### src/hdl/aesctr_pkg.sv
package aesctr_pkg;

  typedef struct packed {
    logic [7:0] data_byte;
    logic       last_byte;
  } in_item_t;

  typedef struct packed {
    logic [7:0] result_byte;
    logic       end_of_message;
  } out_item_t;

  typedef struct packed {
    logic busy;
    logic done;
  } core_status_t;

  typedef enum logic [1:0] {
    REG_KEY_HIGH = 2'd0,
    REG_KEY_LOW  = 2'd1,
    REG_IV_HIGH  = 2'd2,
    REG_IV_LOW   = 2'd3
  } cfg_reg_e;

  localparam logic [63:0] KEY_HIGH_RST = 64'h0123456789ABCDEF;
  localparam logic [63:0] KEY_LOW_RST  = 64'hFEDCBA9876543210;
  localparam logic [63:0] IV_HIGH_RST  = 64'h1122334455667788;
  localparam logic [63:0] IV_LOW_RST   = 64'h99AABBCCDDEEFF00;

  localparam logic [7:0] RCON_FIRST = 8'h01;
  localparam logic [7:0] REDUCE     = 8'h1b;
  localparam logic [3:0] LAST_ROUND = 4'd10;

  localparam logic [7:0] SBOX [256] = '{
    8'h63,8'h7c,8'h77,8'h7b,8'hf2,8'h6b,8'h6f,8'hc5,8'h30,8'h01,8'h67,8'h2b,8'hfe,8'hd7,8'hab,8'h76,
    8'hca,8'h82,8'hc9,8'h7d,8'hfa,8'h59,8'h47,8'hf0,8'had,8'hd4,8'ha2,8'haf,8'h9c,8'ha4,8'h72,8'hc0,
    8'hb7,8'hfd,8'h93,8'h26,8'h36,8'h3f,8'hf7,8'hcc,8'h34,8'ha5,8'he5,8'hf1,8'h71,8'hd8,8'h31,8'h15,
    8'h04,8'hc7,8'h23,8'hc3,8'h18,8'h96,8'h05,8'h9a,8'h07,8'h12,8'h80,8'he2,8'heb,8'h27,8'hb2,8'h75,
    8'h09,8'h83,8'h2c,8'h1a,8'h1b,8'h6e,8'h5a,8'ha0,8'h52,8'h3b,8'hd6,8'hb3,8'h29,8'he3,8'h2f,8'h84,
    8'h53,8'hd1,8'h00,8'hed,8'h20,8'hfc,8'hb1,8'h5b,8'h6a,8'hcb,8'hbe,8'h39,8'h4a,8'h4c,8'h58,8'hcf,
    8'hd0,8'hef,8'haa,8'hfb,8'h43,8'h4d,8'h33,8'h85,8'h45,8'hf9,8'h02,8'h7f,8'h50,8'h3c,8'h9f,8'ha8,
    8'h51,8'ha3,8'h40,8'h8f,8'h92,8'h9d,8'h38,8'hf5,8'hbc,8'hb6,8'hda,8'h21,8'h10,8'hff,8'hf3,8'hd2,
    8'hcd,8'h0c,8'h13,8'hec,8'h5f,8'h97,8'h44,8'h17,8'hc4,8'ha7,8'h7e,8'h3d,8'h64,8'h5d,8'h19,8'h73,
    8'h60,8'h81,8'h4f,8'hdc,8'h22,8'h2a,8'h90,8'h88,8'h46,8'hee,8'hb8,8'h14,8'hde,8'h5e,8'h0b,8'hdb,
    8'he0,8'h32,8'h3a,8'h0a,8'h49,8'h06,8'h24,8'h5c,8'hc2,8'hd3,8'hac,8'h62,8'h91,8'h95,8'he4,8'h79,
    8'he7,8'hc8,8'h37,8'h6d,8'h8d,8'hd5,8'h4e,8'ha9,8'h6c,8'h56,8'hf4,8'hea,8'h65,8'h7a,8'hae,8'h08,
    8'hba,8'h78,8'h25,8'h2e,8'h1c,8'ha6,8'hb4,8'hc6,8'he8,8'hdd,8'h74,8'h1f,8'h4b,8'hbd,8'h8b,8'h8a,
    8'h70,8'h3e,8'hb5,8'h66,8'h48,8'h03,8'hf6,8'h0e,8'h61,8'h35,8'h57,8'hb9,8'h86,8'hc1,8'h1d,8'h9e,
    8'he1,8'hf8,8'h98,8'h11,8'h69,8'hd9,8'h8e,8'h94,8'h9b,8'h1e,8'h87,8'he9,8'hce,8'h55,8'h28,8'hdf,
    8'h8c,8'ha1,8'h89,8'h0d,8'hbf,8'he6,8'h42,8'h68,8'h41,8'h99,8'h2d,8'h0f,8'hb0,8'h54,8'hbb,8'h16
  };

  function automatic logic [7:0] xtime(input logic [7:0] v);
    xtime = {v[6:0], 1'b0} ^ (v[7] ? REDUCE : 8'h00);
  endfunction

  function automatic logic [31:0] sub_word(input logic [31:0] w);
    sub_word = {SBOX[w[31:24]], SBOX[w[23:16]], SBOX[w[15:8]], SBOX[w[7:0]]};
  endfunction

  // Next round key from the current one; byte 0 of the key is bit 127.
  function automatic logic [127:0] key_next(input logic [127:0] rk, input logic [7:0] rc);
    logic [31:0] t, n0, n1, n2, n3;
    t  = sub_word({rk[23:0], rk[31:24]}) ^ {rc, 24'h0};
    n0 = rk[127:96] ^ t;
    n1 = rk[95:64] ^ n0;
    n2 = rk[63:32] ^ n1;
    n3 = rk[31:0] ^ n2;
    key_next = {n0, n1, n2, n3};
  endfunction

  function automatic logic [127:0] aes_round(input logic [127:0] s, input logic [127:0] rk,
                                              input logic last);
    logic [7:0] t [16];
    logic [7:0] o [16];
    logic [7:0] a0, a1, a2, a3, all;
    logic [127:0] r;
    for (int c = 0; c < 4; c++) begin
      for (int b = 0; b < 4; b++) begin
        t[4*c+b] = SBOX[s[127-8*(4*((c+b)%4)+b) -: 8]];
      end
    end
    for (int c = 0; c < 4; c++) begin
      a0 = t[4*c]; a1 = t[4*c+1]; a2 = t[4*c+2]; a3 = t[4*c+3];
      all = a0 ^ a1 ^ a2 ^ a3;
      if (last) begin
        o[4*c] = a0; o[4*c+1] = a1; o[4*c+2] = a2; o[4*c+3] = a3;
      end else begin
        o[4*c]   = a0 ^ all ^ xtime(a0 ^ a1);
        o[4*c+1] = a1 ^ all ^ xtime(a1 ^ a2);
        o[4*c+2] = a2 ^ all ^ xtime(a2 ^ a3);
        o[4*c+3] = a3 ^ all ^ xtime(a3 ^ a0);
      end
    end
    for (int i = 0; i < 16; i++) begin
      r[127-8*i -: 8] = o[i];
    end
    aes_round = r ^ rk;
  endfunction

endpackage

### src/hdl/aesctr_front.sv
module aesctr_front (
  input  logic                 clk_i,
  input  logic                 rst_ni,
  input  logic                 in_valid_i,
  output logic                 in_stall_o,
  input  aesctr_pkg::in_item_t in_item_i,
  output logic                 q_valid_o,
  input  logic                 q_pop_i,
  output aesctr_pkg::in_item_t q_item_o
);
  import aesctr_pkg::*;

  in_item_t   mem_q [2];
  logic       wr_ptr_q, rd_ptr_q;
  logic [1:0] count_q;
  logic       push, pop;

  assign in_stall_o = (count_q == 2'd2);
  assign q_valid_o  = (count_q != 2'd0);
  assign q_item_o   = mem_q[rd_ptr_q];
  assign push       = in_valid_i && !in_stall_o;
  assign pop        = q_pop_i && q_valid_o;

  always_ff @(posedge clk_i) begin
    if (push) begin
      mem_q[wr_ptr_q] <= in_item_i;
    end
  end

  always_ff @(posedge clk_i or negedge rst_ni) begin
    if (!rst_ni) begin
      wr_ptr_q <= 1'b0;
      rd_ptr_q <= 1'b0;
      count_q  <= 2'd0;
    end else begin
      if (push) wr_ptr_q <= ~wr_ptr_q;
      if (pop)  rd_ptr_q <= ~rd_ptr_q;
      count_q <= count_q + {1'b0, push} - {1'b0, pop};
    end
  end

endmodule

### config.mk
export PLATFORM = sky130hd
export DESIGN_NAME = aesctr_front
export DESIGN_NICKNAME = d
export VERILOG_FILES = /design/src/hdl/aesctr_pkg.sv /design/src/hdl/aesctr_front.sv
export SDC_FILE = /design/constraint.sdc
export NUM_CORES = 1
export LEC_CHECK = 0
export BUFFER_PORTS_ARGS = -buffer_cell sky130_fd_sc_hd__buf_2
export CORE_ASPECT_RATIO = 1.25
export CORE_MARGIN = 4
export CORE_UTILIZATION = 45
export CTS_BUF_LIST = sky130_fd_sc_hd__clkbuf_4
export DETAILED_ROUTE_END_ITERATION = 8
export GPL_TIMING_DRIVEN = 1
export PLACE_DENSITY = 0.77
export SKIP_CTS_REPAIR_TIMING = 1
export SLEW_MARGIN = 25
export SYNTH_ARGS = -nofsm -noshare
export SYNTH_HDL_FRONTEND = slang
export SYNTH_SLANG_ARGS = --single-unit
### constraint.sdc
create_clock -name clk_i -period 1.6 [get_ports clk_i]
set_input_delay 0.08 -clock clk_i [delete_from_list [all_inputs] [get_ports clk_i]]
set_output_delay 0.08 -clock clk_i [all_outputs]
set_load 0.02 [all_outputs]
# After elaboration in Yosys (flattened, before gate mapping)
# Memory sizes are Yosys's and may differ from the RTL's.
# Index checks and enable logic that the tools add are counted.
# totals
out_inout_bits,11
mem_bits_rw,18
word_cells,15
input_bits,13
regBits,4
memories,1
# classes
mux,2
n_eq_ne,1
n_addsub,2
n_bitwise,2
reduce_logical,4
# memory_table
name,words,word_bits,rd,rd_clocked_by_memory_dff,wr,line_no,text
mem_q,2,9,1,0,1,aesctr_front.sv:13,in_item_t mem_q [2];
# ops
cell,n
adder 2 x 1 -> 2 bit,1
"equality test 2 bit, second input constant",1
logical AND 1 bit,2
two-way mux 1 bit,2
inverter 1 bit,2
nonzero test 2 bit,1
subtractor 2 x 1 -> 2 bit,1
logical NOT 1 bit,1

# Longest topological paths before layout
# Gate-level depths: netlist of run 1.
# logic_depth
ltp_word,5
mapped_depth,7
mapped_depth_nobuf,7

# Least setup slack after synthesis of run 1
# Ideal clock, no wire load.
# synth_path
path_type,reg2reg
from,register count_q[1]
to,register count_q[1]
n_path_buf,0
arrival_ps,1543
stages_incl_launch_ff,8
setup_slack_ps,-66
setup_ps,123
synth_period_minus_slack_ps,1666
t_required_ps,1477
path_cell_list,dfrtp_1 > or2_4 > and2_4 > ha_1 > inv_1 > ha_1 > xnor2_1 > xnor2_1
# synth_between
elab_cells_between_ends,7
classes_between,add/sub (2); eq/ne (1); reduce/logical (4)
# synth_rtl
item,line_no,text
"start, declared",aesctr_front.sv:15,logic [1:0] count_q;
"start signal, assigned",aesctr_front.sv:38,"count_q <= count_q + {1'b0, push} - {1'b0, pop};"
nonzero test 2 bit,aesctr_front.sv:19,assign q_valid_o = (count_q != 2'd0);
net q_valid_o,aesctr_front.sv:7,"output logic q_valid_o,"
logical AND 1 bit,aesctr_front.sv:22,assign pop = q_pop_i && q_valid_o;
net pop,aesctr_front.sv:16,"logic push, pop;"
subtractor 2 x 1 -> 2 bit,aesctr_front.sv:38,
# The timed path passes the listed nets, and every way through them passes these cells.
# A chain may end at the register's enable or synchronous reset.

# Worst setup path after layout of run 1
# layout_path
from,register count_q[1]
to,register count_q[1]
# layout_between
elab_cells_between_ends,7
classes_between,add/sub (2); eq/ne (1); reduce/logical (4)
# layout_rtl
item,line_no
nonzero test 2 bit,aesctr_front.sv:19
logical AND 1 bit,aesctr_front.sv:22
net pop,aesctr_front.sv:16
subtractor 2 x 1 -> 2 bit,aesctr_front.sv:38
# The timed path passes the listed nets, and every way through them passes these cells.

==> metrics.txt, run 1 <==
status finished with violations; failing checks setup timing; slowest CP cell dfrtp_1; drt initial violations 1; Final ANT Viol Nets 0; clock root cell clkbuf_4; Slew Viols, Final 0; Syn. warnings 0; initial antenna violation count 0; Multi-input gate area 231 sq um; xor/xnor share of the synthesized area 0.0411; final hold slack 0.107 ns; final WL 1.44 mm; Tightest Hold Check Type input port to async pin; # IOs 24; Ant. Diodes 0; Setup Skew 0.00185 ns; PwrDens 1710 nW/um^2; Fmax 612 MHz; crit path cell chain or2_4 -> and2_4 -> ha_4 -> inv_2 -> ha_4 -> xnor2_2 -> xnor2_1; max_slew headroom 0.840; vias per cell 4.78; RSZ-0062 raised after global routing yes; H-Tree Depth 1; kind of critical path register to register; Vert. Die Dim 56.7 um; post-synthesis sequential area ratio 0.752; total grt overflow 0; #FFs+latches synth 22; vias in the first global route 439; largest net degree at the start of global routing 13; Synth cell types 14; syn nets 61; Final Hold Fails 0; CP bufs+invs 1; All-Layer GR Usage 0.106; largest family of logic cells by synthesized area multiplexers; total of max-cap violations 0; most common cell in the netlist edfxtp_1; Die ar. 2660 sq um; pre-CTS setup slack -0.0441 ns; crit path time final 1.63 ns; cell mode on critical path ha_4; layout overhead on the synthesized area 39.8%; CTS tree done; leakage power 0.489 nW; Post-synth EDFFs 18; first-pass GRT wire length 1.95 mm; clk_lat worst skew 0.29 ns; post-synthesis adder-cell area fraction 0.0294; Tightest Pin Transition 0.240 ns; final routed DRC violation total 0; clock-pin slew on the worst setup and hold paths 0.11 ns; Final Wtd Congestion 0.617; worst path required time 1.79 ns; compound-gate portion of the synthesized area 0; CP peak stage delay 0.40 ns; clk sinks 22; Synth top area share 0.634; drt first pass iters 4; Mapped Area 852 sq um; core box area 1790 sq um; share of synthesized registers carrying an async set or reset 0.182; Num CTS Buffers 3; Setup crit end kind register; DP Wirelength 978 um; multiplexer area fraction after synthesis 0.119; Final nets 104; Storage cell area 642 sq um; simple-gate share of the synthesized area 0.0441; WL/cell 13.5 um; CP delay by family, top simple AND/OR/NAND/NOR gates; fin worst setup slack -0.0348 ns; DR vias 511; top_reg_cell synth edfxtp_1; Avg Cell Area, Syn 18.5 sq um; synth top area cells edfxtp_1 (63%), mux2_2 (12%), dfrtp_1 (12%); port bufs 23; worst-path maximum fanout 2; layout cells sized above 1 0.545; Filler cells 145; synth cell count leaders edfxtp_1 (18), mux2_2 (9), dfrtp_1 (4), xnor2_1 (3); final core occ 0.667; setup_tns -0.0348 ns; FP Rows 17; final setup fails 1; Initial Util 0.477; die width 46.9 um; Syn Inst Count 46; Final period util 1.02; leading area contributor after synthesis edfxtp_1; clk buf depth 2; maximum VDD drop 1.15 mV; crit path launch type register; Worst Path Arrival 1.83 ns
==> final timing paths <==
check	depth (start not counted)	endpoint	startpoint	slack [ns]
max	7	count_q[1]	count_q[1]	-0.03
min	2	count_q[0]	rst_ni	0.11
max reg2reg	7	count_q[1]	count_q[1]	-0.03
min reg2reg	1	wr_ptr_q	wr_ptr_q	0.50
max in group asynchronous	2	rd_ptr_q	rst_ni	1.35
min in group clk_i	4	rd_ptr_q	q_pop_i	0.19
==> cells in the final DEF, fill, tap and decap left out, types with 2 or more instances in the layout <==
cell and instances:
clkbuf_4 3, buf_4 6, dfrtp_1 3, mux2_2 9
dlygate4sd3_1 10, xnor2_1 2, edfxtp_1 18, buf_2 23
ha_4 2
==> state kept, by name (all words and copies together) (netlist names) <==
signal    flops
mem_q        18
count_q       2
rd_ptr_q      1
wr_ptr_q      1
==> cell families (layout without fill, tap and decap cells) <==
logic type                 Yosys count  after routing
xor gates and xnor gates             4              4
and+or+nand+nor                      6              6
adders and majority gates            2              2
muxes                                9              9
DFF                                 22             22
buffers and inverters                3             45
==> through the flow <==
stage | instance area (sq um) | total power, W | std cells
after global routing | 1190 | 0.00217 | 107
after CTS | 1040 | 0.00193 | 95
after floorplan | 855 | 0.00142 | 46
final | 1190 | 0.00203 | 107
after global placement | 1020 | 0.00165 | 91
after detailed placement | 1020 | 0.00168 | 91
==> metal layers <==
layer | up-vias | share of wire | global-route usage | routed length (um)
met2 | 18 | 0.52 | 0.155 | 751
met4 | 0 | 0 | 0.0474 | 0
met1 | 243 | 0.40 | 0.138 | 580
met5 | - | 0 | 0 | 0
met3 | 0 | 0.076 | 0.0353 | 110
li1 | 250 | - | - | -
==> where the power goes <==
part           total, W  internal, W  switching (W)
combinational  0.000895     0.000454       0.000441
sequential     0.000897     0.000801      0.0000962
clock          0.000240    0.0000907       0.000149
total           0.00203      0.00135       0.000687
==> area by class of cell <==
class	instances	share of cell area
clock buffer	3	0.0189
clock inverter	1	0.00315
inverter	2	0.00630
multi-input combinational	21	0.194
sequential	22	0.539
tap	19	0.0200
timing repair buffer	39	0.218
(Power assumes the default switching activity.)
==> run 2: changes to the inputs <==
--- a/config.mk
+++ b/config.mk
@@ -13,6 +13,7 @@
 export DETAILED_ROUTE_END_ITERATION = 8
 export GPL_TIMING_DRIVEN = 1
 export PLACE_DENSITY = 0.77
+export RECOVER_POWER = 100
 export SKIP_CTS_REPAIR_TIMING = 1
 export SLEW_MARGIN = 25
 export SYNTH_ARGS = -nofsm -noshare
==> run 2 against run 1 <==
The flow still finishes with violations (setup timing). Clock-buffer cell count is the same. Clock power about the same. Cell count stayed put. Via count grew 0.20%.
==> metrics.txt, run 2 (same netlist as run 1, synthesis figures left out) <==
most frequent cells in the layout edfxtp_1 (18), buf_2 (16), dlygate4sd3_1 (10) (was buf_2 (23), edfxtp_1 (18), dlygate4sd3_1 (10)); Reg with most FFs mem_q (unchanged); Final nets 104 (unchanged); worst path required time 1.79 ns (about the same); setup_tns -0.0348 ns (about the same); first-pass GRT wire length 1.95 mm (unchanged); kind of critical path register to register (unchanged); failing checks setup timing (unchanged); Tightest Pin Transition 0.267 ns (was 0.240 ns); commonest non-fill, non-tap cell in the layout edfxtp_1 (was buf_2); final routed DRC violation total 0 (unchanged); clk buf depth 2 (unchanged); Final period util 1.02 (about the same); Initial Util 0.477 (unchanged); pre-CTS setup slack -0.0441 ns (unchanged); DP Wirelength 978 um (unchanged); crit path launch type register (unchanged); Num CTS Buffers 3 (unchanged); top flop regs mem_q (18), count_q (2) (unchanged); fin worst setup slack -0.0348 ns (about the same); drt first pass iters 4 (unchanged); leakage power 0.467 nW (was 0.489 nW); layout cells sized above 1 0.455 (was 0.545); core box area 1790 sq um (unchanged); Final ANT Viol Nets 0 (unchanged); die width 46.9 um (unchanged); clk sinks 22 (unchanged); final setup fails 1 (unchanged); total grt overflow 0 (unchanged); FP Rows 17 (unchanged); Setup crit end kind register (unchanged); final hold slack 0.147 ns (was 0.107 ns); Tightest Hold Check Type input port to async pin (unchanged); clk_lat worst skew 0.29 ns (about the same); RSZ-0062 raised after global routing yes (unchanged); maximum VDD drop 1.14 mV (was 1.15 mV); port bufs 23 (unchanged); All-Layer GR Usage 0.106 (unchanged); DR vias 512 (was 511); crit path time final 1.63 ns (about the same); Final Hold Fails 0 (unchanged); vias in the first global route 439 (unchanged); Setup Skew 0.00188 ns (was 0.00185 ns); Vert. Die Dim 56.7 um (unchanged); clock-pin slew on the worst setup and hold paths 0.11 ns (about the same); WL/cell 13.4 um (was 13.5 um); Die ar. 2660 sq um (unchanged); total of max-cap violations 0 (unchanged); drt initial violations 1 (unchanged); final WL 1.43 mm (was 1.44 mm); Final Wtd Congestion 0.617 (unchanged); largest net degree at the start of global routing 13 (unchanged); # IOs 24 (unchanged); max_slew headroom 0.822 (was 0.840); Ant. Diodes 0 (unchanged); final core occ 0.660 (was 0.667); Worst Path Arrival 1.82 ns (was 1.83 ns); Fmax 612 MHz (about the same); initial antenna violation count 0 (unchanged); worst-path maximum fanout 2 (unchanged); PwrDens 1720 nW/um^2 (was 1710 nW/um^2); status finished with violations (unchanged); Slew Viols, Final 0 (unchanged); layout overhead on the synthesized area 38.3% (was 39.8%); CTS tree done (unchanged); H-Tree Depth 1 (unchanged); vias per cell 4.79 (was 4.78); clock root cell clkbuf_4 (unchanged); max FFs per register 18 (unchanged)
==> run 2: path summary, 6_finish.rpt <==
path | start | end | depth (start not counted) | slack, ns
worst max-delay path | count_q[1] | count_q[1] | 7 | -0.03
worst min-delay path | rst_ni | count_q[0] | 2 | 0.15
worst max register to register | count_q[1] | count_q[1] | 7 | -0.03
worst min register to register | wr_ptr_q | wr_ptr_q | 1 | 0.50
max in group asynchronous | rst_ni | rd_ptr_q | 2 | 1.22
min in group clk_i | q_pop_i | rd_ptr_q | 4 | 0.19
==> run 2: layer usage <==
metal / wire length [um] / share of wire / vias to the layer above / global-route usage
met3: 107 / 0.075 / 0 / 0.0353
met4: 0 / 0 / 0 / 0.0474
met1: 577 / 0.40 / 245 / 0.138
met2: 745 / 0.52 / 16 / 0.155
li1: - / - / 251 / -
met5: 0 / 0 / - / 0
==> run 2: worst max-delay path, cell delays in order, from the launching register on <==
cell and delay (ns):
dfrtp_1 0.40, or2_4 0.26, and2_4 0.17, ha_4 0.26, inv_2 0.04, ha_4 0.15
xnor2_2 0.13, xnor2_1 0.12
==> run 2: where the power goes <==
part	switching (W)	internal, W
combinational	0.000441	0.000446
clock	0.000149	0.0000907
sequential	0.0000959	0.000801
total	0.000686	0.00134
==> run 2: area by class of cell <==
cell class                      instances  area, sq um
Clock inverter                          1         3.75
Fill cell                             148          608
Timing Repair Buffer                   39          248
Sequential cell                        22          642
Clock buffer                            3         22.5
Multi-Input combinational cell         21          231
Inverter                                2         7.51
Tap cell                               19         23.8
==> run 2: per-stage QoR <==
stage,cells,power (W),cell area [sq um]
3_3_place_gp,91,0.00165,1020
4_1_cts,95,0.00193,1040
2_1_floorplan,46,0.00142,855
5_1_grt,107,0.00216,1180
6_report,107,0.00202,1180
3_5_place_dp,91,0.00168,1020
==> run 3: changes to the inputs <==
--- a/config.mk
+++ b/config.mk
@@ -6,7 +6,7 @@
 export NUM_CORES = 1
 export LEC_CHECK = 0
 export BUFFER_PORTS_ARGS = -buffer_cell sky130_fd_sc_hd__buf_2
-export CORE_ASPECT_RATIO = 1.25
+export CORE_ASPECT_RATIO = 1.1
 export CORE_MARGIN = 4
 export CORE_UTILIZATION = 45
 export CTS_BUF_LIST = sky130_fd_sc_hd__clkbuf_4
==> run 3 against run 2 <==
The flow now finishes without violations. Register-to-register slack better by 0.04 ns. Total power up 1.8%. Design area up 1.8%. First-iteration DRC count rose to 10 times the previous value. Sequential power about the same. Critical endpoint unchanged. Highest routed layer unchanged.
==> metrics.txt, run 3 (same netlist as run 1, synthesis figures left out) <==
status complete, no violations (was finished with violations); Final period util 1.00 (was 1.02); crit path time final 1.60 ns (was 1.63 ns); WL/cell 12.5 um (was 13.4 um); most frequent cells in the layout edfxtp_1 (18), buf_2 (17), dlygate4sd3_1 (10) (was edfxtp_1 (18), buf_2 (16), dlygate4sd3_1 (10)); Slew Viols, Final 0 (unchanged); final core occ 0.673 (was 0.660); worst path required time 1.79 ns (about the same); reg2reg start count_q[1] (unchanged); Die ar. 2650 sq um (was 2660 sq um); first-pass GRT wire length 1.98 mm (was 1.95 mm); Filler cells 135 (was 148); total of max-cap violations 0 (unchanged); Final nets 105 (was 104); Critical Path End count_q[1] (unchanged); Reg2Reg Depth 7 (unchanged); Fmax 625 MHz (was 612 MHz); CTS tree done (unchanged); port bufs 23 (unchanged); layout cells sized above 1 0.506 (was 0.455); CP Launch Point count_q[1] (unchanged); clock-pin slew on the worst setup and hold paths 0.11 ns (about the same); commonest non-fill, non-tap cell in the layout edfxtp_1 (unchanged); clk sinks 22 (unchanged); Setup crit end kind register (unchanged); largest net degree at the start of global routing 13 (unchanged); clock root cell clkbuf_4 (unchanged); Setup Skew 0.00548 ns (was 0.00188 ns); final routed DRC violation total 0 (unchanged); top flop regs mem_q (18), count_q (2) (unchanged); Final Hold Fails 0 (unchanged); layout overhead on the synthesized area 40.8% (was 38.3%); Multi-input gate area 241 sq um (was 231 sq um); worst-path maximum fanout 2 (unchanged); vias per cell 4.58 (was 4.79); PwrDens 1720 nW/um^2 (about the same); clk buf depth 2 (unchanged); max FFs per register 18 (unchanged); # IOs 24 (unchanged); maximum VDD drop 0.966 mV (was 1.14 mV); DP Wirelength 980 um (was 978 um); final WL 1.34 mm (was 1.43 mm); core box area 1780 sq um (was 1790 sq um); Reg with most FFs mem_q (unchanged); final hold slack 0.107 ns (was 0.147 ns); max_slew headroom 0.842 (was 0.822); Worst Path Arrival 1.79 ns (was 1.82 ns); DR vias 490 (was 512); final setup fails 0 (was 1); drt initial violations 10 (was 1); clk_lat worst skew 0.30 ns (was 0.29 ns); H-Tree Depth 1 (unchanged); leakage power 0.484 nW (was 0.467 nW); total grt overflow 0 (unchanged); Tightest Pin Transition 0.237 ns (was 0.267 ns); drt first pass iters 4 (unchanged); initial antenna violation count 0 (unchanged); RR Endpoint count_q[1] (unchanged); Storage cell area 642 sq um (unchanged); crit path launch type register (unchanged); Ant. Diodes 0 (unchanged); kind of critical path register to register (unchanged); Tightest Hold Check Type input port to register (was input port to async pin); Num CTS Buffers 3 (unchanged); Vert. Die Dim 53.6 um (was 56.7 um); flop-to-flop setup slack 0.0004 ns (was -0.03 ns); FP Rows 16 (was 17); die width 49.5 um (was 46.9 um); Initial Util 0.478 (was 0.477); vias in the first global route 459 (was 439); All-Layer GR Usage 0.105 (was 0.106); Final ANT Viol Nets 0 (unchanged); RSZ-0062 raised after global routing yes (unchanged); Final Wtd Congestion 0.678 (was 0.617)
==> run 3: changes by cell type in the layout (fill, tap and decap cells not counted), sizes merged <==
cell / previous run / this run
buf: 21 / 24
clkbuf: 11 / 9
==> run 3: area by class of cell <==
cell class | instances | share of cell area
Sequential cell | 22 | 0.535
Timing Repair Buffer | 40 | 0.217
Multi-Input combinational cell | 21 | 0.201
Clock buffer | 3 | 0.0188
Tap cell | 18 | 0.0188
Inverter | 2 | 0.00626
Clock inverter | 1 | 0.00313
==> run 3: worst min path at each step <==
stage,startpoint,depth (start not counted),slack [ns],endpoint
floorplan,rst_ni,0,-0.22,count_q[0]
global placement,rst_ni,1,-0.11,count_q[0]
detailed placement,rst_ni,1,-0.11,count_q[0]
CTS,rst_ni,1,-0.45,count_q[0]
global route,q_pop_i,3,0.09,rd_ptr_q
finish,q_pop_i,3,0.11,rd_ptr_q
==> run 3: per-stage QoR <==
step | instances | cell area (sq um) | power, W | setup TNS, ns | worst slack, ns
2_1_floorplan | 46 | 855 | 0.00142 | -0.0281 | -0.0281
3_3_place_gp | 93 | 1040 | 0.00170 | 0 | 0.0321
3_5_place_dp | 93 | 1040 | 0.00173 | -0.0647 | -0.0647
4_1_cts | 97 | 1070 | 0.00198 | -0.0753 | -0.0753
5_1_grt | 107 | 1200 | 0.00221 | -0.0543 | -0.0543
6_report | 107 | 1200 | 0.00206 | 0 | 0.000413
==> run 3: metal layers <==
layer / vias to the layer above / track usage / wire length (um)
li1: 257 / - / -
met1: 219 / 0.125 / 596
met2: 14 / 0.172 / 665
met3: 0 / 0.0360 / 75
met4: 0 / 0.0553 / 0
met5: - / 0 / 0
==> run 3: worst max-delay path, stage by stage (launching register included) <==
cell	delay, ns
dfrtp_1	0.40
or2_4	0.25
and2_4	0.15
ha_4	0.26
inv_2	0.04
ha_4	0.15
xnor2_2	0.13
xnor2_1	0.12
==> run 3: report_power, final <==
part	switching, W	total [W]	internal (W)
logic	0.000447	0.000923	0.000476
registers	0.0000935	0.000894	0.000801
clock network	0.000153	0.000243	0.0000908
